`src/rtl/mfc_pkg.sv`:
```
package mfc_pkg;

  localparam int MAX_WIDTH_DEF  = 1024;
  localparam int MAX_RADIUS_DEF = 3;
  localparam int MAX_HEIGHT     = 4096;

  localparam int PIX_W      = 8;
  localparam int FW_W       = 11;
  localparam int FH_W       = 13;
  localparam int FR_W       = 2;
  localparam int CFG_IDX_W  = 2;
  localparam int CFG_DATA_W = 13;
  localparam int OCOL_W     = 10;
  localparam int OROW_W     = 12;
  localparam int IROW_W     = 13;

  // job fields sized for the largest supported MAX_WIDTH / MAX_RADIUS
  localparam int COL_MAX_W  = 12;
  localparam int BANK_MAX_W = 5;
  localparam int RAD_MAX_W  = 3;

  localparam int QUEUE_DEPTH = 4;

  typedef enum logic [CFG_IDX_W-1:0] {
    REG_FRAME_WIDTH   = 2'd0,
    REG_FRAME_HEIGHT  = 2'd1,
    REG_WINDOW_RADIUS = 2'd2
  } reg_idx_e;

  typedef enum logic {
    OP_PIXEL = 1'b0,
    OP_DRAIN = 1'b1
  } op_e;

  typedef struct packed {
    logic [COL_MAX_W:0]    width;
    logic [IROW_W-1:0]     height;
    logic [RAD_MAX_W-1:0]  radius;
  } cfg_t;

  typedef struct packed {
    logic                  wr_en;
    logic [BANK_MAX_W-1:0] wr_bank;
    logic [COL_MAX_W-1:0]  wr_col;
    logic [PIX_W-1:0]      wr_data;
    logic                  emit;
    logic [COL_MAX_W-1:0]  ox;
    logic [OROW_W-1:0]     oy;
    logic [BANK_MAX_W-1:0] ob;
    logic                  last;
  } job_t;

endpackage

```
`src/rtl/mfc_queue.sv`:
```
module mfc_queue (
  input  logic          clk_i,
  input  logic          rst_ni,
  input  logic          push_i,
  input  mfc_pkg::job_t data_i,
  output logic          full_o,
  input  logic          pop_i,
  output logic          valid_o,
  output mfc_pkg::job_t data_o
);

  localparam int PW = $clog2(mfc_pkg::QUEUE_DEPTH);

  mfc_pkg::job_t mem_q [mfc_pkg::QUEUE_DEPTH];
  logic [PW-1:0] wr_ptr_q, rd_ptr_q;
  logic [PW:0]   count_q;

  assign full_o  = (count_q == (PW + 1)'(mfc_pkg::QUEUE_DEPTH));
  assign valid_o = (count_q != '0);
  assign data_o  = mem_q[rd_ptr_q];

  always_ff @(posedge clk_i) begin
    if (push_i) mem_q[wr_ptr_q] <= data_i;
  end

  always_ff @(posedge clk_i or negedge rst_ni) begin
    if (!rst_ni) begin
      wr_ptr_q <= '0;
      rd_ptr_q <= '0;
      count_q  <= '0;
    end else begin
      if (push_i) wr_ptr_q <= wr_ptr_q + PW'(1);
      if (pop_i) rd_ptr_q <= rd_ptr_q + PW'(1);
      if (push_i && !pop_i) count_q <= count_q + (PW + 1)'(1);
      else if (pop_i && !push_i) count_q <= count_q - (PW + 1)'(1);
    end
  end

endmodule

```
`config.mk`:
```
export PLATFORM = sky130hd
export DESIGN_NAME = mfc_queue
export DESIGN_NICKNAME = d
export VERILOG_FILES = /design/src/rtl/mfc_pkg.sv /design/src/rtl/mfc_queue.sv
export SDC_FILE = /design/constraint.sdc
export NUM_CORES = 1
export LEC_CHECK = 0
export BUFFER_PORTS_ARGS = -buffer_cell sky130_fd_sc_hd__buf_2
export CAP_MARGIN = 20
export CORE_MARGIN = 5
export CORE_UTILIZATION = 57
export CTS_BUF_LIST = sky130_fd_sc_hd__clkbuf_16
export CTS_CLUSTER_DIAMETER = 50
export DETAILED_ROUTE_END_ITERATION = 10
export GPL_TIMING_DRIVEN = 0
export HOLD_SLACK_MARGIN = 0.05
export PLACE_DENSITY_LB_ADDON = 0.25
export SLEW_MARGIN = 40
export SYNTH_ARGS = -nofsm -noshare
export SYNTH_HDL_FRONTEND = slang
export SYNTH_SLANG_ARGS = --single-unit
export TNS_END_PERCENT = 30
```
`constraint.sdc`:
```
create_clock -name clk_i -period 2.6 [get_ports clk_i]
set_input_delay 0.78 -clock clk_i [delete_from_list [all_inputs] [get_ports clk_i]]
set_output_delay 0.78 -clock clk_i [all_outputs]
set_load 0.01 [all_outputs]
```
# == Word level (Yosys, flattened, before mapping) ==
# Memories as Yosys holds them, arrays and structs flattened.
# Index checks and enable logic that the tools add are counted.
# op_classes
add_sub_neg,4
n_eq_ne,1
mux,4
reduce_logical,6
# op_table
operator,n
$mux 3,2
$add 2x1->2 const B,2
$add 3x1->3 const B,1
$eq 3x3->1 const B,1
$reduce_bool 3->1,1
$sub 3x1->3 const B,1
$logic_and 1x1->1,2
$logic_not 1->1,2
$mux 1,2
$reduce_bool 2->1,1
# totals
regBits,7
ram_bits,228
inputBits,61
out_inout_bits,59
elab_cells,19
n_memories,1
# memory_table
memory,words,word_bits,rd,rd_clocked_by_memory_dff,wr,line,rtl
mem_q,4,57,1,0,1,mfc_queue.sv:14,mfc_pkg::job_t mem_q [mfc_pkg::QUEUE_DEPTH];

# == Longest topological paths before layout ==
# depth
ltp_word,4
mapped_depth,7
depth_no_buf,7

# == Worst setup path after synthesis ==
# OpenSTA, ideal clock, no wires.
# synth_timing
kind,in2reg
startpoint,in push_i
endpoint,"mem mem_q[1][0] (netlist name), enable pin"
setup_ps,421
arrival_ps,2130
required_ps,2179
slack_ps,49
path_stages,1
path_buffers,0
cell_sequence,and2_1
# synth_via
elab_chain_len,2
# synth_rtl
item,line,rtl
"start, declared",mfc_queue.sv:4,"input logic push_i,"
$mux 1,mfc_queue.sv:23,if (push_i) mem_q[wr_ptr_q] <= data_i;
$mux 1 (not written as such),mfc_queue.sv:23,
"end, declared",mfc_queue.sv:14,
# Every way passes these cells.

==> run metrics <==
status complete, but fails checks; failing checks negative setup slack; Clock Power Share 26.4%; area of the die 17700 µm²; Fin Setup TNS -1840 ps; clk sinks 235; Detailed Route WL 14800 µm; Setup CP Type reg -> out; overall global routing resource usage 17.1%; Post-Synth Simple-Gate Area 0.580%; final hold vios 0; Critical Path RT 1820 ps; asr flop ratio synth 2.98%; Synth Area in XOR/XNOR 0.609%; vias in the first global route 4172; Synth cell types 20; r2r setup slk 840 ps; synthesized netlist cell count 332; HPWL Detailed 9090 µm; vias per inst 5.65; H-tree depth 1; fillcell total 931; max-cap violations 0; Warnings, synthesis 0; Multi-input gate area 1500 µm²; clk root buf clkbuf_16; largest net degree at the start of global routing 35; total CTS buffers 23; core area 15000 µm²; fin crit period 2690 ps; Pwr per Cell Area 1160 nW/µm²; crit path DAT 1910 ps; Skew-Pair Late Insertion Delay 490 ps; Post-Synth Adder-Cell Area 0.957%; largest family of logic cells by synthesized area multiplexers; Die Ht 133 µm; top_reg_cell synth edfxtp_1; first-pass GRT wire length 23200 µm; post-synthesis mux area share 15.0%; Startpoint Class flip-flop; Crit Path Max Fanout 7; Synth Area in Compound Gates 0.0580%; switching power 3.32 mW; Nets 553; row count 45; Syn Nets 399; Hold Path Class in -> async; CTS tree built; post-route setup slack -91.8 ps; Initial Util 57.4%; Avg Cell Area, Syn 26.0 µm²; Seq/Total Area, Yosys 81.4%; relative slew slack 63.4%; maximum vdd drop 0.000658 V; Post-Syn Area 8630 µm²; Reg power frac 42.4%; hold buffer count at CTS 0; share of cells above drive strength 1 46.8%; fmax 372 MHz; GRT overflow 0; # DRC 0; IO Count 120; switch share 27.5%; Area Growth Syn to Fin 21.3%; met3 WL 815 µm; Vias 3896; CP endpoint kind primary output; antenna violations before repair 0; Synth Register Bits 235; number of synthesized flops with an enable pin 228; final design utilization 69.6%; die width 133 µm; number of I/O port buffers 119; final setup fails 56; Pre-antenna DRT Iters 4; Max Clock Skew 9.69 ps; Leak 3.69 nW; DRT met1 WL 6130 µm; Clock Path Buffers 3; Top Metal Used met4; Antenna Cells 0; RSZ-0062 raised after global routing true; Slew Limit Fails 0; combinational group share of total power 31.2%; antenna-violating nets left 0; placer congestion estimate 0.707; DR iter-0 viols 199; Pint 8.78 mW; worst-margin pin slew 549 ps; Final period util 104%; wire length per cell 21.5 µm; clock-pin slew on the worst setup and hold paths 60 ps; met2 wire length 7670 µm; Seq. cell area 7020 µm²
-- worst paths after layout --
| check | start | end | cells past startpoint |
|---|---|---|---|
| max | rd_ptr_q[0] | data_o[39] | 5 |
| min | rst_ni | count_q[1] | 1 |
| max reg2reg | wr_ptr_q[0] | mem_q[2][17] | 4 |
| min reg2reg | count_q[2] | count_q[2] | 1 |
| max in group asynchronous | rst_ni | wr_ptr_q[1] | 1 |
| min in group clk_i | count_q[2] | count_q[2] | 1 |
-- logic make-up after synthesis --
kind of cell	after synthesis
compound gates	1
xor+xnor	6
fa+ha+maj	6
buf+inv	17
flops	235
mux	58
simple gates	9
-- final cells by class --
class / count / share of cell area [%]
sequential: 235 / 67.1
multi-input combinational: 80 / 14.3
timing repair buffer: 129 / 7.93
clock buffer: 23 / 5.50
tap: 188 / 2.25
clock inverter: 18 / 1.52
buffer: 13 / 1.28
inverter: 4 / 0.143
-- cell usage in the layout, fill, tap and decap left out, drive strengths merged --
cell,netlist,routed
edfxtp,228,228
mux4,57,57
xnor2,2,2
clkinv,0,6
fa,1,1
or3,1,1
nor3b,1,1
xor2,4,4
nor2,1,1
buf,13,141
inv,4,13
ha,5,5
and2,4,4
mux2,1,1
nand2,2,2
bufinv,0,3
dfrtp,7,7
o21ai,1,1
clkbuf,0,24
-- worst max-delay path, stage by stage, from the launching register on --
cell     delay, ps
dfrtp_1        340
buf_6          140
buf_12         140
buf_12         120
mux4_2         530
buf_6          140
-- per-stage QoR --
stage | total power, mW | hold slack (ps) | worst slack, ps | std cells | cell area, µm²
final | 12.1 | 108 | -91.8 | 690 | 10500
after global routing | 12.7 | 105 | -174 | 690 | 10500
after CTS | 12.2 | 92.6 | -127 | 689 | 10400
after detailed placement | 8.74 | 484 | 264 | 643 | 9550
after global placement | 8.62 | 467 | -1200 | 639 | 9460
after floorplan | 7.43 | 449 | 48.9 | 332 | 8630
-- sequential cells by signal, indices dropped and copies added (netlist names) --
| register | count |
|---|---|
| wr_ptr_q | 2 |
| mem_q | 228 |
| rd_ptr_q | 2 |
| count_q | 3 |
-- what timing repair did --
item                       in CTS  in global routing
setup endpoints to repair      57                 57
setup buffers                   5                  0
cloned                          0                  1
resized for setup              20                  8
-- power by group through the flow --
| stage | Sequential, mW | Combinational (mW) | Clock, mW |
|---|---|---|---|
| CTS | 5.14 | 3.77 | 3.26 |
| floorplan | 5.19 | 2.24 | 0 |
| global placement | 5.24 | 3.37 | 0 |
| global route | 5.19 | 4.07 | 3.43 |
| finish | 5.13 | 3.77 | 3.20 |
| detailed placement | 5.22 | 3.52 | 0 |
-- metal layers --
layer	track usage [%]	vias up
met5	0	-
met4	4.73	0
met3	3.46	23
met2	28.1	118
met1	23.8	2028
li1	-	1727
-- synth_stat cells, drive strengths merged, types with 2 or more instances --
library cell / number / area (µm²)
ha: 5 / 62.6
and2: 4 / 25.0
edfxtp: 228 / 6850
nand2: 2 / 7.51
inv: 4 / 15.0
xnor2: 2 / 17.5
mux4: 57 / 1280
buf: 13 / 108
xor2: 4 / 35.0
dfrtp: 7 / 175
Power figures use the tool's default switching activity.
