==> config.mk <==
export PLATFORM = sky130hd
export DESIGN_NAME = mfc_front
export DESIGN_NICKNAME = d
export VERILOG_FILES = /design/src/rtl/mfc_pkg.sv /design/src/rtl/mfc_front.sv
export SDC_FILE = /design/constraint.sdc
export NUM_CORES = 1
export LEC_CHECK = 0
export ABC_CLOCK_PERIOD_IN_PS = 6290
export BUFFER_PORTS_ARGS = -buffer_cell sky130_fd_sc_hd__clkbuf_2
export CAP_MARGIN = 25
export CORE_UTILIZATION = 50
export CTS_BUF_LIST = sky130_fd_sc_hd__clkbuf_4 sky130_fd_sc_hd__clkbuf_8 sky130_fd_sc_hd__clkbuf_16
export CTS_CLUSTER_DIAMETER = 40
export DETAILED_ROUTE_END_ITERATION = 10
export GPL_ROUTABILITY_DRIVEN = 0
export GPL_TIMING_DRIVEN = 0
export PLACE_DENSITY = 0.74
export SLEW_MARGIN = 0
export SYNTH_ARGS = -nofsm -noshare
export SYNTH_HDL_FRONTEND = slang
export SYNTH_SLANG_ARGS = --single-unit
==> constraint.sdc <==
create_clock -name clk_i -period 6.29 [get_ports clk_i]
set_clock_uncertainty 0.2 [all_clocks]
set_input_delay 1.258 -clock clk_i [delete_from_list [all_inputs] [get_ports clk_i]]
set_output_delay 1.258 -clock clk_i [all_outputs]
set_load 0.03 [all_outputs]
==> src/rtl/mfc_pkg.sv <==
package mfc_pkg;

  localparam int MAX_WIDTH_DEF  = 1024;
  localparam int MAX_RADIUS_DEF = 3;
  localparam int MAX_HEIGHT     = 4096;

  localparam int PIX_W      = 8;
  localparam int FW_W       = 11;
  localparam int FH_W       = 13;
  localparam int FR_W       = 2;
  localparam int CFG_IDX_W  = 2;
  localparam int CFG_DATA_W = 13;
  localparam int OCOL_W     = 10;
  localparam int OROW_W     = 12;
  localparam int IROW_W     = 13;

  // job fields sized for the largest supported MAX_WIDTH / MAX_RADIUS
  localparam int COL_MAX_W  = 12;
  localparam int BANK_MAX_W = 5;
  localparam int RAD_MAX_W  = 3;

  localparam int QUEUE_DEPTH = 4;

  typedef enum logic [CFG_IDX_W-1:0] {
    REG_FRAME_WIDTH   = 2'd0,
    REG_FRAME_HEIGHT  = 2'd1,
    REG_WINDOW_RADIUS = 2'd2
  } reg_idx_e;

  typedef enum logic {
    OP_PIXEL = 1'b0,
    OP_DRAIN = 1'b1
  } op_e;

  typedef struct packed {
    logic [COL_MAX_W:0]    width;
    logic [IROW_W-1:0]     height;
    logic [RAD_MAX_W-1:0]  radius;
  } cfg_t;

  typedef struct packed {
    logic                  wr_en;
    logic [BANK_MAX_W-1:0] wr_bank;
    logic [COL_MAX_W-1:0]  wr_col;
    logic [PIX_W-1:0]      wr_data;
    logic                  emit;
    logic [COL_MAX_W-1:0]  ox;
    logic [OROW_W-1:0]     oy;
    logic [BANK_MAX_W-1:0] ob;
    logic                  last;
  } job_t;

endpackage

==> src/rtl/mfc_front.sv <==
module mfc_front #(
  parameter int MAX_WIDTH  = mfc_pkg::MAX_WIDTH_DEF,
  parameter int MAX_RADIUS = mfc_pkg::MAX_RADIUS_DEF
) (
  input  logic                            clk_i,
  input  logic                            rst_ni,
  input  logic                            cfg_we_i,
  input  logic [mfc_pkg::CFG_IDX_W-1:0]   cfg_index_i,
  input  logic [mfc_pkg::CFG_DATA_W-1:0]  cfg_data_i,
  input  logic                            in_valid_i,
  output logic                            in_ready_o,
  input  logic                            operation_i,
  input  logic [mfc_pkg::PIX_W-1:0]       pixel_value_i,
  output logic                            job_valid_o,
  output mfc_pkg::job_t                   job_o,
  input  logic                            job_full_i,
  output mfc_pkg::cfg_t                   cfg_o
);

  localparam int CW   = $clog2(MAX_WIDTH);
  localparam int WW   = $clog2(MAX_WIDTH + 1);
  localparam int RW   = $clog2(MAX_RADIUS + 1);
  localparam int NB   = 3 * MAX_RADIUS + 1;
  localparam int BW   = $clog2(NB);
  localparam int LAGW = $clog2(MAX_RADIUS * MAX_WIDTH + MAX_RADIUS + 1);

  logic [mfc_pkg::FW_W-1:0]   width_q, width_d;
  logic [mfc_pkg::FH_W-1:0]   height_q, height_d;
  logic [mfc_pkg::FR_W-1:0]   radius_q, radius_d;
  logic [CW-1:0]              in_col_q, in_col_d, out_col_q, out_col_d;
  logic [mfc_pkg::IROW_W-1:0] in_row_q, in_row_d;
  logic [mfc_pkg::OROW_W-1:0] out_row_q, out_row_d;
  logic [BW-1:0]              in_bank_q, in_bank_d, out_bank_q, out_bank_d;
  logic [LAGW-1:0]            pend_q, pend_d;

  logic [WW-1:0]              w_eff;
  logic [mfc_pkg::IROW_W-1:0] h_eff;
  logic [RW-1:0]              r_eff;
  logic [LAGW-1:0]            lag;
  logic accept, is_pix, is_drain, do_emit, clear;
  logic in_col_last, out_col_last, out_row_last;

  always_comb begin
    if (width_q == '0) w_eff = WW'(1);
    else if (32'(width_q) > MAX_WIDTH) w_eff = WW'(MAX_WIDTH);
    else w_eff = WW'(width_q);
    if (height_q == '0) h_eff = mfc_pkg::IROW_W'(1);
    else if (32'(height_q) > mfc_pkg::MAX_HEIGHT) h_eff = mfc_pkg::IROW_W'(mfc_pkg::MAX_HEIGHT);
    else h_eff = height_q;
    if (32'(radius_q) > MAX_RADIUS) r_eff = RW'(MAX_RADIUS);
    else r_eff = RW'(radius_q);
  end

  assign lag = LAGW'(LAGW'(r_eff) * LAGW'(w_eff) + LAGW'(r_eff));

  assign cfg_o.width  = (mfc_pkg::COL_MAX_W + 1)'(w_eff);
  assign cfg_o.height = h_eff;
  assign cfg_o.radius = mfc_pkg::RAD_MAX_W'(r_eff);

  assign in_ready_o   = !job_full_i;
  assign accept       = in_valid_i && in_ready_o;
  assign is_pix       = (mfc_pkg::op_e'(operation_i) == mfc_pkg::OP_PIXEL) && (in_row_q < h_eff);
  assign is_drain     = !is_pix && (in_row_q >= h_eff);
  assign do_emit      = is_pix ? (pend_q >= lag) : is_drain;
  assign in_col_last  = (WW'(in_col_q) == w_eff - WW'(1));
  assign out_col_last = (WW'(out_col_q) == w_eff - WW'(1));
  assign out_row_last = ({1'b0, out_row_q} == h_eff - mfc_pkg::IROW_W'(1));

  assign job_valid_o   = accept && (is_pix || do_emit);
  assign job_o.wr_en   = is_pix;
  assign job_o.wr_bank = mfc_pkg::BANK_MAX_W'(in_bank_q);
  assign job_o.wr_col  = mfc_pkg::COL_MAX_W'(in_col_q);
  assign job_o.wr_data = pixel_value_i;
  assign job_o.emit    = do_emit;
  assign job_o.ox      = mfc_pkg::COL_MAX_W'(out_col_q);
  assign job_o.oy      = out_row_q;
  assign job_o.ob      = mfc_pkg::BANK_MAX_W'(out_bank_q);
  assign job_o.last    = out_col_last && out_row_last;

  always_comb begin
    width_d    = width_q;
    height_d   = height_q;
    radius_d   = radius_q;
    in_col_d   = in_col_q;
    in_row_d   = in_row_q;
    in_bank_d  = in_bank_q;
    out_col_d  = out_col_q;
    out_row_d  = out_row_q;
    out_bank_d = out_bank_q;
    pend_d     = pend_q;
    clear      = 1'b0;
    if (cfg_we_i) begin
      clear = 1'b1;
      unique case (mfc_pkg::reg_idx_e'(cfg_index_i))
        mfc_pkg::REG_FRAME_WIDTH:   width_d  = mfc_pkg::FW_W'(cfg_data_i);
        mfc_pkg::REG_FRAME_HEIGHT:  height_d = mfc_pkg::FH_W'(cfg_data_i);
        mfc_pkg::REG_WINDOW_RADIUS: radius_d = mfc_pkg::FR_W'(cfg_data_i);
        default:                    clear    = 1'b0;
      endcase
    end else if (accept) begin
      if (is_pix) begin
        if (in_col_last) begin
          in_col_d  = '0;
          in_row_d  = in_row_q + mfc_pkg::IROW_W'(1);
          in_bank_d = (in_bank_q == BW'(NB - 1)) ? '0 : in_bank_q + BW'(1);
        end else begin
          in_col_d = in_col_q + CW'(1);
        end
        if (!do_emit) pend_d = pend_q + LAGW'(1);
      end else if (is_drain) begin
        pend_d = pend_q - LAGW'(1);
      end
      if (do_emit) begin
        if (out_col_last) begin
          out_col_d  = '0;
          out_row_d  = out_row_q + mfc_pkg::OROW_W'(1);
          out_bank_d = (out_bank_q == BW'(NB - 1)) ? '0 : out_bank_q + BW'(1);
          if (out_row_last) clear = 1'b1;
        end else begin
          out_col_d = out_col_q + CW'(1);
        end
      end
    end
    if (clear) begin
      in_col_d   = '0;
      in_row_d   = '0;
      in_bank_d  = '0;
      out_col_d  = '0;
      out_row_d  = '0;
      out_bank_d = '0;
      pend_d     = '0;
    end
  end

  always_ff @(posedge clk_i or negedge rst_ni) begin
    if (!rst_ni) begin
      width_q    <= mfc_pkg::FW_W'(1024);
      height_q   <= mfc_pkg::FH_W'(1024);
      radius_q   <= mfc_pkg::FR_W'(1);
      in_col_q   <= '0;
      in_row_q   <= '0;
      in_bank_q  <= '0;
      out_col_q  <= '0;
      out_row_q  <= '0;
      out_bank_q <= '0;
      pend_q     <= '0;
    end else begin
      width_q    <= width_d;
      height_q   <= height_d;
      radius_q   <= radius_d;
      in_col_q   <= in_col_d;
      in_row_q   <= in_row_d;
      in_bank_q  <= in_bank_d;
      out_col_q  <= out_col_d;
      out_row_q  <= out_row_d;
      out_bank_q <= out_bank_d;
      pend_q     <= pend_d;
    end
  end

endmodule

# After elaboration in Yosys (flattened, before gate mapping)
# Cells that the tools add are included.
dict set report word_totals {
  word_cells 112
  ram_bits 0
  regBits 91
  memories 0
  inputBits 29
  romBits 0
  latch_bits 0
}
dict set report op_classes {
  eq_ne 9
  magnitude_cmp 5
  bitwise 1
  reduce_logical 26
  shifts 0
  n_mux 49
  div_mod_pow 0
  addsub 11
  n_mul 1
}
# operator n
set ops {}
lappend ops {{$mux 12} 11}
lappend ops {{$mux 10} 10}
lappend ops {{$mux 13} 7}
lappend ops {{$mux 4} 12}
lappend ops {{$add 12x1->12 const B} 2}
lappend ops {{$eq 10x11->1} 2}
lappend ops {{$mux 11} 2}
lappend ops {{$add 10x1->10 const B} 2}
lappend ops {{$add 13x1->13 const B} 1}
lappend ops {{$eq 12x13->1} 1}
lappend ops {{$ge 13x13->1} 1}
lappend ops {{$gt 13x13->1 const B} 1}
lappend ops {{$logic_not 13->1} 1}
lappend ops {{$lt 13x13->1} 1}
lappend ops {{$sub 13x1->13 const B} 1}
lappend ops {{$add 12x2->12} 1}
lappend ops {{$ge 12x12->1} 1}
lappend ops {{$mul 2x11->12} 1}
lappend ops {{$reduce_and 4->1} 3}
lappend ops {{$sub 12x1->12 const B} 1}
lappend ops {{$gt 11x11->1 const B} 1}
lappend ops {{$logic_not 11->1} 1}
lappend ops {{$sub 11x1->11 const B} 1}
lappend ops {{$reduce_bool 2->1} 5}
lappend ops {{other kinds (16)} 32}

# Longest topological paths before layout
dict set report depth {
  ltp_word 13
  mapped_depth 26
  ltp_nobuf 22
}

# Worst setup path before layout
# No wires, ideal clock.
dict set report synth_timing {
  path_kind {register to output}
  from {register width_q[10] (netlist name)}
  to {output job_o[30] (netlist name)}
  n_path_buf 4
  arrival_time_ps 5160
  t_required_ps 4832
  slack_ps -328
  stages_incl_launch_ff 21
  path_cell_list {dfstp_2 clkbuf_1 clkbuf_1 clkbuf_1 nor2b_1 and2_1 fa_1 ha_1 fa_1 a21o_1 a21oi_1 o21bai_1 a21oi_1 o21ai_0 xnor2_1 ha_1 nand3_1 or3_1 a21o_1 o21ai_0 buf_4}
}
# element line
set synth_rtl {}
lappend synth_rtl {{start, declared} mfc_front.sv:27} ;# logic [mfc_pkg::FW_W-1:0] width_q, width_d;
lappend synth_rtl {{start signal, assigned} mfc_front.sv:137} ;# width_q <= mfc_pkg::FW_W'(1024);
lappend synth_rtl {{start signal, assigned} mfc_front.sv:148} ;# width_q <= width_d;
lappend synth_rtl {{end, declared} mfc_front.sv:15} ;# output mfc_pkg::job_t job_o,

# Final worst setup path
dict set report layout_timing {
  from {register width_q[8] (netlist name)}
  to {output job_o[30] (netlist name)}
}
dict set report layout_between {
  elab_chain_cells 7
  elab_cells_between_ends 8
}
# element line
set layout_rtl {}
lappend layout_rtl {{$gt 11x11->1} mfc_front.sv:45} ;# else if (32'(width_q) > MAX_WIDTH) w_eff = WW'(MAX_WIDTH);
lappend layout_rtl {{$mux 11} mfc_front.sv:45}
lappend layout_rtl {{$mux 11 *} mfc_front.sv:44} ;# if (width_q == '0) w_eff = WW'(1);
lappend layout_rtl {{$mul 2x11->12 *} mfc_front.sv:54} ;# assign lag = LAGW'(LAGW'(r_eff) * LAGW'(w_eff) + LAGW'(r_eff));
lappend layout_rtl {{$add 12x2->12 *} mfc_front.sv:54}
lappend layout_rtl {{$ge 12x12->1 *} mfc_front.sv:64} ;# assign do_emit = is_pix ? (pend_q >= lag) : is_drain;
lappend layout_rtl {{$mux 1 *} mfc_front.sv:64}
# Every way passes the cells marked *; elsewhere a longest branch is shown, timed or not.

==> impl_metrics.ini <==
[status]
status = finished, violations left
violations = negative setup slack

[clocking]
clock_latency_ns = 0.36
clock_path_buffers = 2
h-tree-depth = 3
cts.clk_slew.worst_paths_ns = 0.07
root_buffer = clkbuf_16
cts-buffers-inserted = 9
clock_sinks = 91
cts_tree = built

[cells_and_area]
area_growth_pct = 17.7
mostFrequentLayoutCells = clkbuf_2, nor2_1, dfrtp_1
fin_util_pct = 60.7
drive_gt1_share_pct = 20.7
final_common_cell = clkbuf_2
antenna_cells = 0
final_nets = 1228
final_cell_count_no_fill = 1353

[floorplan]
dieWidth_um = 130
fp.dieH_um = 130
core_um2 = 15900
dieArea_um2 = 16900
start_util_pct = 51.5
io_pins = 117
rows = 46

[setup_path]
crit_arrival_ns = 4.93
r2r_start = width_q[8]
cp_top_family = compound AO/OA/AOI/OAI gates
crit_required_ns = 4.83
cp-endpoint = job_o[30]
reg2reg_depth = 23
cp.depth = 20
r2r_slack_ns = 0.35
crit_fanout = 2
path_cells = nor4_4 > a41o_1 > and2_4 > fa_1 > ha_2 > fa_2 > a21o_1 > a21oi_2 > o21bai_1 > a21oi_2 > buf_4 > buf_6 > buf_6 > xor2_2 > ha_1 > nand3_2 > or3_4 > a21o_1 > o21ai_4 > buf_8
cp-end-kind = output pin
rr_endpoint = out_col_q[7]
critPathKind = reg -> out
cp_num_buf_inv = 4
startpoint = width_q[8]
critPathSlowestCell = dfrtp_2
critPathMaxStageDelay_ns = 0.43
start_kind = flop

[power]
pwr-share-comb_pct = 48.7
power_switching_w = 0.00109
report.power.total_w = 0.00256
switching_share_pct = 42.5
clockPowerShare_pct = 22.1
power.density_nw_per_um2 = 264
power_frac_seq_pct = 29.2
p_int_w = 0.00147
ir_worst_vdd_mv = 0.157
leakage_nw = 4.25

[placed_design]
dp_hpwl_um = 18100
portBuffers = 99
dp.cells = 1321

[synthesis]
avgSynthCellArea_um2 = 8.25
synth_edf_count = 0
yosysUniqueCellTypes = 74
synthArstFlopShare_pct = 100
syn_inst = 996
yosysWarnings = 0
ys_ff_latch = 91
yosysSeqAreaShare_pct = 27.8
synth_area_um2 = 8220
ys.flop_type = dfrtp_1

[min_path]
hold_class = reg -> reg

[run]
cap_violations = 0

[sta]
fin_setup_tns_ns = -0.0952
slew_viol_final = 0
fmax_mhz = 157
rsz0062_at_grt = yes
fin_crit_sh_pct = 102
max_slew_margin_pct = 33.0
tightest_slew_ns = 1.00
post-route-min-period_ns = 6.39
hold_viol = 0
setup_slack_ns = -0.0952
whs_ns = 0.373
finalSetupViolCount = 1

[global_route]
grtUsageTotal_pct = 30.0
first_global_vias = 7774
grt_antenna_before_repair = 0
grt_max_degree = 52
gr-total-overflow = 0
grt_first_pass_wirelength_um = 39600

[routing]
routed_via_density = 6.10
routed_wirelength_um = 24400
ant_nets = 0
drt_iter0_drc = 716
dr.pass1.iters = 6
wl_per_cell_um = 18.1
routed-via-count = 8258
drc_errors = 0
logic make-up after synthesis:
kind of cell,synth area share (%)
fa+ha+maj,10.5
other cells,0.0456
mux,4.87
simple gates,27.1
compound gates,15.8
xor+xnor,7.14
flops,27.8
buf+inv,6.81
metal layers:
layer  global-route usage [%]  vias up  wire length, um  part of all wire, %
met5                        0        -                0                    0
met4                     11.1        0              686                  2.8
met3                     5.70       68             2070                  8.5
met2                     49.2      423            11300                   46
met1                     39.4     3915            10400                   42
li1                         -     3852                -                    -
cells in the mapped netlist, types with 9 or more instances:
cell type | count | area share (%)
a31oi_1 | 18 | 1.4
nor4b_1 | 11 | 1.2
nor2_1 | 87 | 4.0
nor3_1 | 40 | 2.4
clkbuf_1 | 48 | 2.2
mux2i_1 | 13 | 1.6
ha_1 | 64 | 9.7
and2_1 | 24 | 1.8
mux2_2 | 24 | 3.3
nand3_1 | 31 | 1.9
xnor2_1 | 50 | 5.3
nand4_1 | 19 | 1.4
o21ai_0 | 37 | 2.3
xor2_1 | 17 | 1.8
a21oi_1 | 53 | 3.2
buf_4 | 19 | 1.7
dfrtp_1 | 88 | 27
a21o_1 | 9 | 0.82
a211oi_1 | 11 | 1.0
nand2_1 | 76 | 3.5
or3_1 | 11 | 0.84
nor2b_1 | 17 | 1.3
nand2b_1 | 16 | 1.2
nor4_1 | 31 | 2.4
inv_1 | 40 | 1.8
power by group through the flow:
stage / Sequential [W] / Clock, W / Combinational [W]
after detailed placement: 0.000746 / 0 / 0.00114
final: 0.000747 / 0.000564 / 0.00125
after CTS: 0.000742 / 0.000567 / 0.00121
after global placement: 0.000744 / 0 / 0.00111
after floorplan: 0.000734 / 0 / 0.000852
after global routing: 0.000755 / 0.000595 / 0.00137
flip-flops by register name, indices dropped and copies added (netlist names):
signal / cells
height_q: 13
in_bank_q: 4
in_col_q: 10
in_row_q: 13
out_bank_q: 4
out_col_q: 10
out_row_q: 12
pend_q: 12
r_eff: 2
width_q: 11
per-stage QoR:
| step | cell area [um^2] | setup WS, ns |
|---|---|---|
| 2_1_floorplan | 8260 | 0.0446 |
| 3_3_place_gp | 9030 | -0.804 |
| 6_report | 9670 | -0.0952 |
| 3_5_place_dp | 9060 | -0.909 |
| 5_1_grt | 9670 | -0.313 |
| 4_1_cts | 9630 | -0.0596 |
worst register-to-register path, stage by stage, from the launching register on:
cell and delay, ns:
dfrtp_2 0.43, nor4_4 0.37, a41o_1 0.27, and2_4 0.16, fa_1 0.43, ha_2 0.21, fa_2 0.34, a21o_1 0.17
a21oi_2 0.16, o21bai_1 0.10, a21oi_2 0.20, o21ai_2 0.09, a21o_1 0.19, a21oi_2 0.16, xnor2_1 0.14, ha_2 0.29
o21a_1 0.10, nor3_1 0.21, a211oi_1 0.10, o21ai_1 0.59, or2_2 0.22, clkbuf_1 0.26, nand2_1 0.31, nor2_1 0.19
layout make-up:
| class | count | area [um^2] |
|---|---|---|
| buffer | 74 | 440 |
| sequential | 91 | 2290 |
| multi-input combinational | 793 | 5510 |
| inverter | 41 | 155 |
| tap | 216 | 270 |
| fill | 1412 | 6270 |
| clock buffer | 9 | 225 |
| timing repair buffer | 122 | 708 |
| clock inverter | 7 | 76.3 |
worst min path at each step:
| stage | depth (start not counted) | startpoint | end | slack [ns] |
|---|---|---|---|---|
| after CTS | 1 | height_q[0] | height_q[0] | 0.37 |
| after global routing | 2 | in_row_q[4] | in_row_q[4] | 0.40 |
| after detailed placement | 1 | height_q[0] | height_q[0] | 0.35 |
| after global placement | 2 | pend_q[11] | pend_q[11] | 0.33 |
| final | 2 | in_row_q[6] | in_row_q[6] | 0.37 |
| after floorplan | 2 | pend_q[11] | pend_q[11] | 0.31 |
timing repair:
item,4_1_cts,5_1_grt
gates resized for setup,36,11
pin swaps,21,16
setup endpoints to repair,67,21
buffers inserted,20,2
hold buffers,0,0
Note: power is estimated with default switching activity, not from simulation.
